===== config.mk =====
export PLATFORM = sky130hd
export DESIGN_NAME = isp_programmer_command_sequencer
export DESIGN_NICKNAME = d
export VERILOG_FILES = /design/src/hdl/ispcs_pkg.sv /design/src/hdl/ispcs_dp.sv /design/src/hdl/ispcs_ctrl.sv /design/src/hdl/isp_programmer_command_sequencer.sv
export SDC_FILE = /design/constraint.sdc
export NUM_CORES = 1
export LEC_CHECK = 0
export BUFFER_PORTS_ARGS = -buffer_cell sky130_fd_sc_hd__buf_4
export CORE_MARGIN = 2
export CORE_UTILIZATION = 35
export DETAILED_ROUTE_END_ITERATION = 16
export SYNTH_ARGS = -nofsm -noshare
export SYNTH_HDL_FRONTEND = slang
export SYNTH_SLANG_ARGS = --single-unit

===== constraint.sdc =====
create_clock -name i_clk -period 3.9 [get_ports i_clk]
set_clock_uncertainty 0.1 [all_clocks]
set_input_delay 0 -clock i_clk [delete_from_list [all_inputs] [get_ports i_clk]]
set_output_delay 0 -clock i_clk [all_outputs]
set_load 0.02 [all_outputs]

===== src/hdl/ispcs_pkg.sv =====
// ispcs_pkg: types and constants shared by the programmer command sequencer
// holds word structs, command/status structs and all command, mode and state codes
// no dependencies
`timescale 1ns / 1ps

package ispcs_pkg;

    // input word modes
    localparam logic [1:0] MODE_SETUP = 2'd0;
    localparam logic [1:0] MODE_READ  = 2'd1;
    localparam logic [1:0] MODE_WRITE = 2'd2;
    localparam logic [1:0] MODE_NONE  = 2'd3;

    // setup function codes
    localparam logic [7:0] FN_CONNECT    = 8'd1;
    localparam logic [7:0] FN_DISCONNECT = 8'd2;
    localparam logic [7:0] FN_TRANSMIT   = 8'd3;
    localparam logic [7:0] FN_RDFLASH    = 8'd4;
    localparam logic [7:0] FN_ENPROG     = 8'd5;
    localparam logic [7:0] FN_WRFLASH    = 8'd6;
    localparam logic [7:0] FN_RDEEPROM   = 8'd7;
    localparam logic [7:0] FN_WREEPROM   = 8'd8;
    localparam logic [7:0] FN_LONGADDR   = 8'd9;

    // target command codes
    localparam logic [3:0] CMD_NONE      = 4'd0;
    localparam logic [3:0] CMD_CONNECT   = 4'd1;
    localparam logic [3:0] CMD_DISCONN   = 4'd2;
    localparam logic [3:0] CMD_TRANSMIT  = 4'd3;
    localparam logic [3:0] CMD_ENTERPROG = 4'd4;
    localparam logic [3:0] CMD_RDFLASH   = 4'd5;
    localparam logic [3:0] CMD_RDEEPROM  = 4'd6;
    localparam logic [3:0] CMD_WRFL_BUF  = 4'd7;
    localparam logic [3:0] CMD_WRFL_IMM  = 4'd8;
    localparam logic [3:0] CMD_FLUSH     = 4'd9;
    localparam logic [3:0] CMD_WREEPROM  = 4'd10;

    // transfer states
    localparam logic [2:0] ST_IDLE     = 3'd0;
    localparam logic [2:0] ST_WRFLASH  = 3'd1;
    localparam logic [2:0] ST_RDFLASH  = 3'd2;
    localparam logic [2:0] ST_RDEEPROM = 3'd3;
    localparam logic [2:0] ST_WREEPROM = 3'd4;

    // setup reply lengths
    localparam logic [7:0] RLEN_NONE  = 8'd0;
    localparam logic [7:0] RLEN_ONE   = 8'd1;
    localparam logic [7:0] RLEN_FOUR  = 8'd4;
    localparam logic [7:0] RLEN_MULTI = 8'd255;

    // bytes per read packet on the host link
    localparam int PACKET_BYTES = 8;
    localparam logic [6:0] PKT_BYTES_W = 7'(PACKET_BYTES);
    localparam logic [3:0] READ_LIMIT  = 4'((PACKET_BYTES < 8) ? PACKET_BYTES : 8);

    typedef struct packed {
        logic [1:0]  mode;
        logic [7:0]  func;
        logic [15:0] w_value;
        logic [15:0] w_index;
        logic [15:0] w_length;
        logic [3:0]  packet_len;
        logic [7:0]  data_byte;
    } t_in_word;

    typedef struct packed {
        logic [3:0]  cmd;
        logic [31:0] address;
        logic [7:0]  data;
        logic        sck_slow;
        logic [7:0]  reply_len;
        logic        refused;
        logic        transfer_done;
        logic        last;
    } t_out_word;

    typedef struct packed {
        logic load;
        logic step;
    } t_ctrl_cmd;

    typedef struct packed {
        logic item_void;
        logic word_last;
    } t_dp_status;

endpackage


===== src/hdl/ispcs_dp.sv =====
// ispcs_dp: datapath of the command sequencer
// holds the transfer state, counters, item latch and the output word register
// depends on ispcs_pkg
`timescale 1ns / 1ps

module ispcs_dp (
    input  logic                  i_clk,
    input  logic                  i_rst_n,
    input  ispcs_pkg::t_in_word   i_in,
    input  logic                  i_cfg_wr_en,
    input  logic                  i_cfg_wr_data,
    input  ispcs_pkg::t_ctrl_cmd  i_cmd,
    output ispcs_pkg::t_dp_status o_status,
    output ispcs_pkg::t_out_word  o_out
);

    ispcs_pkg::t_in_word  r_item;
    ispcs_pkg::t_out_word r_out;
    ispcs_pkg::t_out_word w_word;

    logic [2:0]  r_k;
    logic        r_pf, n_pf;
    logic        r_ff, n_ff;
    logic        r_fin, n_fin;
    logic [2:0]  r_xfer, n_xfer;
    logic        r_long, n_long;
    logic [31:0] r_addr, n_addr;
    logic [15:0] r_brem, n_brem;
    logic [11:0] r_psize, n_psize;
    logic [3:0]  r_flags, n_flags;
    logic [11:0] r_pcnt, n_pcnt;
    logic        r_slow;

    logic        w_last;
    logic [11:0] pc_dec;
    logic [11:0] pc_new;
    logic [15:0] br_dec;
    logic [11:0] ps_set;
    logic        pf, fin, ff;
    logic [3:0]  rd_n;
    logic        rd_done;
    logic        rd_state;
    logic        wr_state;

    always_comb begin
        n_pf    = r_pf;
        n_ff    = r_ff;
        n_fin   = r_fin;
        n_xfer  = r_xfer;
        n_long  = r_long;
        n_addr  = r_addr;
        n_brem  = r_brem;
        n_psize = r_psize;
        n_flags = r_flags;
        n_pcnt  = r_pcnt;
        w_word  = '0;
        w_last  = 1'b1;

        pc_dec   = r_pcnt - 12'd1;
        br_dec   = r_brem - 16'd1;
        ps_set   = {r_item.w_index[15:12], r_item.w_index[7:0]};
        rd_state = r_xfer inside {ispcs_pkg::ST_RDFLASH, ispcs_pkg::ST_RDEEPROM};
        wr_state = r_xfer inside {ispcs_pkg::ST_WRFLASH, ispcs_pkg::ST_WREEPROM};
        rd_n     = (r_item.packet_len > ispcs_pkg::READ_LIMIT) ?
                   ispcs_pkg::READ_LIMIT : r_item.packet_len;
        rd_done  = {3'b000, r_item.packet_len} < ispcs_pkg::PKT_BYTES_W;

        // write byte bookkeeping, used on the first word of a write item
        pf     = 1'b0;
        pc_new = r_pcnt;
        if (r_xfer == ispcs_pkg::ST_WRFLASH && r_psize != 12'd0) begin
            pf     = (pc_dec == 12'd0);
            pc_new = pf ? r_psize : pc_dec;
        end
        fin = (br_dec == 16'd0);
        ff  = fin && r_flags[1] && (pc_new != r_psize);

        case (r_item.mode)
            ispcs_pkg::MODE_SETUP: begin
                case (r_item.func)
                    ispcs_pkg::FN_CONNECT: begin
                        n_long          = 1'b0;
                        w_word.cmd      = ispcs_pkg::CMD_CONNECT;
                        w_word.sck_slow = r_slow;
                    end
                    ispcs_pkg::FN_DISCONNECT: begin
                        w_word.cmd = ispcs_pkg::CMD_DISCONN;
                    end
                    ispcs_pkg::FN_TRANSMIT: begin
                        w_word.cmd       = ispcs_pkg::CMD_TRANSMIT;
                        w_word.reply_len = ispcs_pkg::RLEN_FOUR;
                        case (r_k[1:0])
                            2'd0:    w_word.data = r_item.w_value[7:0];
                            2'd1:    w_word.data = r_item.w_value[15:8];
                            2'd2:    w_word.data = r_item.w_index[7:0];
                            default: w_word.data = r_item.w_index[15:8];
                        endcase
                        w_last = (r_k == 3'd3);
                    end
                    ispcs_pkg::FN_RDFLASH, ispcs_pkg::FN_RDEEPROM: begin
                        if (!r_long) begin
                            n_addr = {16'd0, r_item.w_value};
                        end
                        n_brem = r_item.w_length;
                        n_xfer = (r_item.func == ispcs_pkg::FN_RDFLASH) ?
                                 ispcs_pkg::ST_RDFLASH : ispcs_pkg::ST_RDEEPROM;
                        w_word.reply_len = ispcs_pkg::RLEN_MULTI;
                    end
                    ispcs_pkg::FN_ENPROG: begin
                        w_word.cmd       = ispcs_pkg::CMD_ENTERPROG;
                        w_word.reply_len = ispcs_pkg::RLEN_ONE;
                    end
                    ispcs_pkg::FN_WRFLASH: begin
                        n_psize = ps_set;
                        n_flags = r_item.w_index[11:8];
                        if (r_item.w_index[8]) begin
                            n_pcnt = ps_set;
                        end
                        if (!r_long) begin
                            n_addr = {16'd0, r_item.w_value};
                        end
                        n_brem = r_item.w_length;
                        n_xfer = ispcs_pkg::ST_WRFLASH;
                        w_word.reply_len = ispcs_pkg::RLEN_MULTI;
                    end
                    ispcs_pkg::FN_WREEPROM: begin
                        n_psize = 12'd0;
                        n_flags = 4'd0;
                        if (!r_long) begin
                            n_addr = {16'd0, r_item.w_value};
                        end
                        n_brem = r_item.w_length;
                        n_xfer = ispcs_pkg::ST_WREEPROM;
                        w_word.reply_len = ispcs_pkg::RLEN_MULTI;
                    end
                    ispcs_pkg::FN_LONGADDR: begin
                        n_long = 1'b1;
                        n_addr = {r_item.w_index, r_item.w_value};
                    end
                    default: begin
                        w_word.cmd = ispcs_pkg::CMD_NONE;
                    end
                endcase
            end
            ispcs_pkg::MODE_READ: begin
                if (!rd_state) begin
                    w_word.refused = 1'b1;
                end else if (rd_n == 4'd0) begin
                    w_word.transfer_done = rd_done;
                    n_xfer = ispcs_pkg::ST_IDLE;
                end else begin
                    w_word.cmd     = (r_xfer == ispcs_pkg::ST_RDFLASH) ?
                                     ispcs_pkg::CMD_RDFLASH : ispcs_pkg::CMD_RDEEPROM;
                    w_word.address = r_addr;
                    n_addr         = r_addr + 32'd1;
                    w_last         = ({1'b0, r_k} == (rd_n - 4'd1));
                    w_word.transfer_done = w_last && rd_done;
                    if (w_last && rd_done) begin
                        n_xfer = ispcs_pkg::ST_IDLE;
                    end
                end
            end
            ispcs_pkg::MODE_WRITE: begin
                w_word.address = r_addr;
                w_word.data    = r_item.data_byte;
                if (r_k == 3'd0 && !wr_state) begin
                    w_word.refused = 1'b1;
                    w_word.address = 32'd0;
                    w_word.data    = 8'd0;
                end else if (r_k == 3'd0) begin
                    // the data byte itself
                    if (r_xfer == ispcs_pkg::ST_WREEPROM) begin
                        w_word.cmd = ispcs_pkg::CMD_WREEPROM;
                    end else if (r_psize == 12'd0) begin
                        w_word.cmd = ispcs_pkg::CMD_WRFL_IMM;
                    end else begin
                        w_word.cmd = ispcs_pkg::CMD_WRFL_BUF;
                    end
                    n_pcnt = pc_new;
                    n_brem = br_dec;
                    if (fin) begin
                        n_xfer = ispcs_pkg::ST_IDLE;
                    end
                    n_pf  = pf;
                    n_ff  = ff;
                    n_fin = fin;
                    w_last = !pf && !ff;
                    w_word.transfer_done = fin && !pf && !ff;
                end else begin
                    // page full flush, then end of block flush
                    w_word.cmd = ispcs_pkg::CMD_FLUSH;
                    if (r_pf) begin
                        n_pf   = 1'b0;
                        w_last = !r_ff;
                        w_word.transfer_done = r_fin && !r_ff;
                    end else begin
                        n_ff   = 1'b0;
                        w_last = 1'b1;
                        w_word.transfer_done = r_fin;
                    end
                end
                if (wr_state || r_k != 3'd0) begin
                    if (w_last) begin
                        n_addr = r_addr + 32'd1;
                    end
                end
            end
            default: begin
                w_last = 1'b1;
            end
        endcase
        w_word.last = w_last;
    end

    always_ff @(posedge i_clk) begin
        if (!i_rst_n) begin
            r_k     <= 3'd0;
            r_pf    <= 1'b0;
            r_ff    <= 1'b0;
            r_fin   <= 1'b0;
            r_xfer  <= ispcs_pkg::ST_IDLE;
            r_long  <= 1'b0;
            r_addr  <= 32'd0;
            r_brem  <= 16'd0;
            r_psize <= 12'd0;
            r_flags <= 4'd0;
            r_pcnt  <= 12'd0;
            r_slow  <= 1'b0;
        end else begin
            if (i_cfg_wr_en) begin
                r_slow <= i_cfg_wr_data;
            end
            if (i_cmd.load) begin
                r_k <= 3'd0;
            end else if (i_cmd.step) begin
                r_k     <= r_k + 3'd1;
                r_pf    <= n_pf;
                r_ff    <= n_ff;
                r_fin   <= n_fin;
                r_xfer  <= n_xfer;
                r_long  <= n_long;
                r_addr  <= n_addr;
                r_brem  <= n_brem;
                r_psize <= n_psize;
                r_flags <= n_flags;
                r_pcnt  <= n_pcnt;
            end
        end
    end

    always_ff @(posedge i_clk) begin
        if (i_cmd.load) begin
            r_item <= i_in;
        end
        if (i_cmd.step) begin
            r_out <= w_word;
        end
    end

    assign o_status.item_void = (i_in.mode == ispcs_pkg::MODE_NONE);
    assign o_status.word_last = w_last;
    assign o_out              = r_out;

endmodule


===== src/hdl/ispcs_ctrl.sv =====
// ispcs_ctrl: controller of the command sequencer
// handshakes both channels and paces the datapath one word per step
// depends on ispcs_pkg
`timescale 1ns / 1ps

module ispcs_ctrl (
    input  logic                  i_clk,
    input  logic                  i_rst_n,
    input  logic                  i_in_valid,
    output logic                  o_in_ready,
    output logic                  o_out_valid,
    input  logic                  i_out_ready,
    input  ispcs_pkg::t_dp_status i_status,
    output ispcs_pkg::t_ctrl_cmd  o_cmd
);

    localparam logic CS_IDLE = 1'b0;
    localparam logic CS_RUN  = 1'b1;

    logic r_state, n_state;
    logic r_out_valid, n_out_valid;
    logic accept;
    logic out_free;

    assign o_in_ready = (r_state == CS_IDLE);
    assign accept     = i_in_valid && o_in_ready;
    assign out_free   = !r_out_valid || i_out_ready;

    always_comb begin
        n_state    = r_state;
        o_cmd.load = 1'b0;
        o_cmd.step = 1'b0;
        case (r_state)
            CS_IDLE: begin
                if (accept && !i_status.item_void) begin
                    o_cmd.load = 1'b1;
                    n_state    = CS_RUN;
                end
            end
            CS_RUN: begin
                if (out_free) begin
                    o_cmd.step = 1'b1;
                    if (i_status.word_last) begin
                        n_state = CS_IDLE;
                    end
                end
            end
            default: begin
                n_state = CS_IDLE;
            end
        endcase
        n_out_valid = o_cmd.step ? 1'b1 : (r_out_valid && !i_out_ready);
    end

    always_ff @(posedge i_clk) begin
        if (!i_rst_n) begin
            r_state     <= CS_IDLE;
            r_out_valid <= 1'b0;
        end else begin
            r_state     <= n_state;
            r_out_valid <= n_out_valid;
        end
    end

    assign o_out_valid = r_out_valid;

endmodule


===== src/hdl/isp_programmer_command_sequencer.sv =====
// isp_programmer_command_sequencer: host-side command engine of an in-system programmer
// an item is latched when taken and its result words are formed from the latch, the input staying closed
// until the last one is stepped; an item gives N result words (1 to 8), one word a cycle while the output
// side is not stalled, through the single output register; a MODE_NONE item is taken and gives no word
// reset: synchronous active-low i_rst_n clears the transfer state, counters and clock option
`timescale 1ns / 1ps

module isp_programmer_command_sequencer (
    input  logic                 i_clk,
    input  logic                 i_rst_n,
    // input words: setup requests, read packets, write bytes
    input  logic                 i_in_valid,
    output logic                 o_in_ready,
    input  ispcs_pkg::t_in_word  i_in,
    // target command words
    output logic                 o_out_valid,
    input  logic                 i_out_ready,
    output ispcs_pkg::t_out_word o_out,
    // clock option register, written only while idle by the user; the block does not enforce it
    input  logic                 i_cfg_wr_en,
    input  logic                 i_cfg_wr_data
);

    ispcs_pkg::t_ctrl_cmd  ctrl_cmd;
    ispcs_pkg::t_dp_status dp_status;

    // controller: takes a word, then steps the datapath until the last result
    ispcs_ctrl u_ctrl (
        .i_clk       (i_clk),
        .i_rst_n     (i_rst_n),
        .i_in_valid  (i_in_valid),
        .o_in_ready  (o_in_ready),
        .o_out_valid (o_out_valid),
        .i_out_ready (i_out_ready),
        .i_status    (dp_status),
        .o_cmd       (ctrl_cmd)
    );

    // datapath: transfer state, address and page counters, output register
    ispcs_dp u_dp (
        .i_clk         (i_clk),
        .i_rst_n       (i_rst_n),
        .i_in          (i_in),
        .i_cfg_wr_en   (i_cfg_wr_en),
        .i_cfg_wr_data (i_cfg_wr_data),
        .i_cmd         (ctrl_cmd),
        .o_status      (dp_status),
        .o_out         (o_out)
    );

    // a real item keeps the input side closed on the next cycle
    a_busy_after_load: assert property (@(posedge i_clk) disable iff (!i_rst_n)
        (i_in_valid && o_in_ready && i_in.mode != ispcs_pkg::MODE_NONE) |=> !o_in_ready)
        else $error("input taken while previous word still in progress");

    // completion always closes the item's words
    a_done_is_last: assert property (@(posedge i_clk) disable iff (!i_rst_n)
        (o_out_valid && o_out.transfer_done) |-> o_out.last)
        else $error("transfer done on a word that is not last");

    // a refused packet gives one bare word
    a_refused_bare: assert property (@(posedge i_clk) disable iff (!i_rst_n)
        (o_out_valid && o_out.refused) |->
        (o_out.last && o_out.cmd == ispcs_pkg::CMD_NONE && !o_out.transfer_done))
        else $error("refused word carries a command");

endmodule

==> flow_summary.toml <==
[grt]
grt_first_pass_wirelength_um = 50830
grt_usage_pct = 19.45
grt_start_max_net_pins = 51
grt-ovfl-total = 0
antenna_found_initial = 0
grt_pass1_vias = 8891

[sta]
setup_viol = 0
worst_slew_pin_slew_ns = 1.093
hold_viol_final = 0
maxSlewHeadroom_pct = 27.14
max_freq_mhz = 268.3
slew_viol_final = 0
worst_slack_ns = 0.1727
whs_ns = 0.07585
finalCriticalPeriod_ns = 3.727
finalCritPeriodShare_pct = 95.57

[placed_design]
pre_cts_ws_ns = 0.1722
hpwl_um = 22320
place_inst = 1606
gp_congestion = 0.8975
port_buffers = 133

[worst_setup_path]
crit_path_max_incr_delay_ns = 0.55
crit_type = "flip-flop to flip-flop"
crit_arrival_ns = 3.98
crit_buf_inv = 2
cp_top_family = "compound AO/OA/AOI/OAI gates"
start_kind = "flip-flop"
endpoint_kind = "flip-flop"
cp_cell_sequence = "inv_1, ha_1, or3b_1, nor2_2, a211oi_1, or4_4, a2111oi_4, a41oi_2, a31o_2, buf_12, o21ai_0, a21oi_1"
critPathMaxFanout = 50
required_ns = 4.15
crit_path_top_delay_cell = "or4_4"

[pwr]
p_int_uw = 4242
power_frac_seq_pct = 44.2
power.switching_uw = 1512
combPwrFrac_pct = 14.1
peakVddDrop_mv = 0.3916
power_uw = 5754
leakagePower_uw = 0.005042
power_frac_clock_pct = 41.7
swShare_pct = 26.27
p_per_area_nw_per_um2 = 415.0

[final_layout]
fill_cells = 2794
drive_above_1_share_pct = 19.26
final_nets = 1404
antenna_cells = 0
stdcell_count = 1725
areaGrowthSynthToFinish_pct = 27.86
final_util_pct = 45.44

[synthesis]
synth_common_cells = "134 x nand2_1, 121 x edfxtp_1, 88 x a21oi_1"
ys_seq_area_share_pct = 49.39
synth_cells = 1120
synth.area.top_cells = "edfxtp_1 34%, dfxtp_1 16%, nand2_1 4.6%"
postSynth.asyncResetShare_pct = 0
yosysUniqueCellTypes = 80
synth_top_area_share_pct = 33.51
synth_edf_count = 121
synth_nets = 1213
yosys_register_bits = 207
synth.most_common_cell = "nand2_1"
synth_warnings = 0
synth_top_cell_by_area = "edfxtp_1"
avgSynthCellArea_um2 = 9.681
synth_area_um2 = 10840
ys.flop_type = "edfxtp_1"

[detailed_routing]
viasPerCell = 5.539
wl_met1_um = 15300
wl_um = 32700
via_count = 9555
dr_wl_met2_um = 14170
wl_met3_um = 2393
top_layer = "met4"
antenna_left = 0
drc = 0
firstDrtPassIters = 5
first_iter_violations = 757
wire_per_inst_um = 18.96

[clock_network]
cts_setup_buffers = 0
cts_tree = "done"
cts_buffers = 24
clk_root_buffer_cell = "clkbuf_16"
clk_latency_ns = 0.54
clk_pin_slew_ns = 0.06
cts_sinks = 207
htree_levels = 1
cts_buffer_depth = 3

[floorplanning]
row_count = 64
dieArea_um2 = 32400
fp.dieW_um = 180.0
die_height_um = 180.0
io_pins = 134
initial_core_util_pct = 35.54
core_um2 = 30510

[min_path]
min_path_type = "input port to flip-flop"

[run_status]
outcome = "complete, no violations"

[run]
drv_cap = 0
## kinds of logic after synthesis
group	share of synthesized area [%]
AND/OR/NAND/NOR	21.42
adder cells (fa/ha/maj)	1.962
buffers and inverters	4.662
flip-flops	49.39
XOR/XNOR	1.777
AO/OA/AOI/OAI	19.41
multiplexers	1.385
## worst register-to-register path, stage by stage, from the launching register on
cell and delay [ns]:
dfxtp_1 0.40, inv_1 0.09, ha_1 0.25, or3b_1 0.43
nor2_2 0.19, a211oi_1 0.11, or4_4 0.55, a2111oi_4 0.38
a41oi_2 0.24, a31o_2 0.30, buf_12 0.19, o21ai_0 0.22
a21oi_1 0.09
## power groups by stage
stage	Combinational (uW)	Sequential [uW]	Clock (uW)
6_report	812	2540	2400
5_1_grt	881	2550	2520
2_1_floorplan	444	2580	0
3_5_place_dp	744	2590	0
3_3_place_gp	734	2590	0
4_1_cts	806	2540	2440
## through the flow
stage,TNS (ns),area [um^2]
3_5_place_dp,0,12260
2_1_floorplan,0,10840
6_report,0,13860
3_3_place_gp,0,12260
4_1_cts,0,13860
5_1_grt,-0.01143,13860
## worst paths after layout
check / startpoint / to / slack, ns / depth (start not counted)
setup reg to reg: u_dp.r_pcnt[0] / u_dp.r_addr[25] / 0.17 / 12
hold / removal: i_in[25] / u_dp.r_item[25] / 0.08 / 2
setup / recovery: u_dp.r_pcnt[0] / u_dp.r_addr[25] / 0.17 / 12
hold reg to reg: u_dp.r_ff / u_dp.r_ff / 0.35 / 2
## registers in the layout (all words and copies together) (netlist names)
signal and count:
u_dp.r_item 58, u_dp.o_out 51, u_dp.r_addr 32, u_dp.r_brem 16, u_dp.ps_set 12, u_dp.r_pcnt 12, u_dp.r_psize 12, u_dp.r_k 3
u_dp.r_xfer 3, u_ctrl.o_out_valid 1, u_ctrl.r_state 1, u_dp.r_ff 1, u_dp.r_fin 1, u_dp.r_flags 1, u_dp.r_long 1, u_dp.r_pf 1
u_dp.r_slow 1
## cell type report
type                       count  area [um^2]  area share (%)
clock buffer                  31        656.9           4.738
inverter                      31        116.4          0.8394
sequential                   207         5355           38.63
tap                          396        495.5           3.574
multi-input combinational    802         5001           36.07
clock inverter                13        186.4           1.345
timing repair buffer         245         2052           14.80
## layer usage
layer | vias up | GRT usage [%]
li1 | 4542 | -
met1 | 4599 | 28.67
met2 | 365 | 29.70
met3 | 49 | 3.032
met4 | 0 | 5.161
met5 | - | 0
## cells in the final DEF, fill, tap and decap left out, types with 19 or more instances in the layout
| cell | netlist | final |
|---|---|---|
| buf_4 | 5 | 168 |
| o21ai_0 | 51 | 51 |
| dfxtp_1 | 86 | 86 |
| nand2_1 | 134 | 134 |
| inv_1 | 29 | 28 |
| nor3_1 | 19 | 19 |
| clkbuf_16 | 0 | 24 |
| nand4_1 | 21 | 21 |
| and3_1 | 19 | 19 |
| edfxtp_1 | 121 | 121 |
| nor2_1 | 75 | 73 |
| dlygate4sd3_1 | 0 | 75 |
| a21oi_1 | 88 | 87 |
| o22ai_1 | 19 | 19 |
| nand3_1 | 43 | 43 |
| and2_1 | 44 | 44 |
## repair_timing
item	CTS	global route
endpoints found under the setup margin	0	22
hold buffers	75	0
hold endpoints to repair	104	0
gates resized for setup	0	2
No activity file was read; power rests on OpenSTA's default activity.
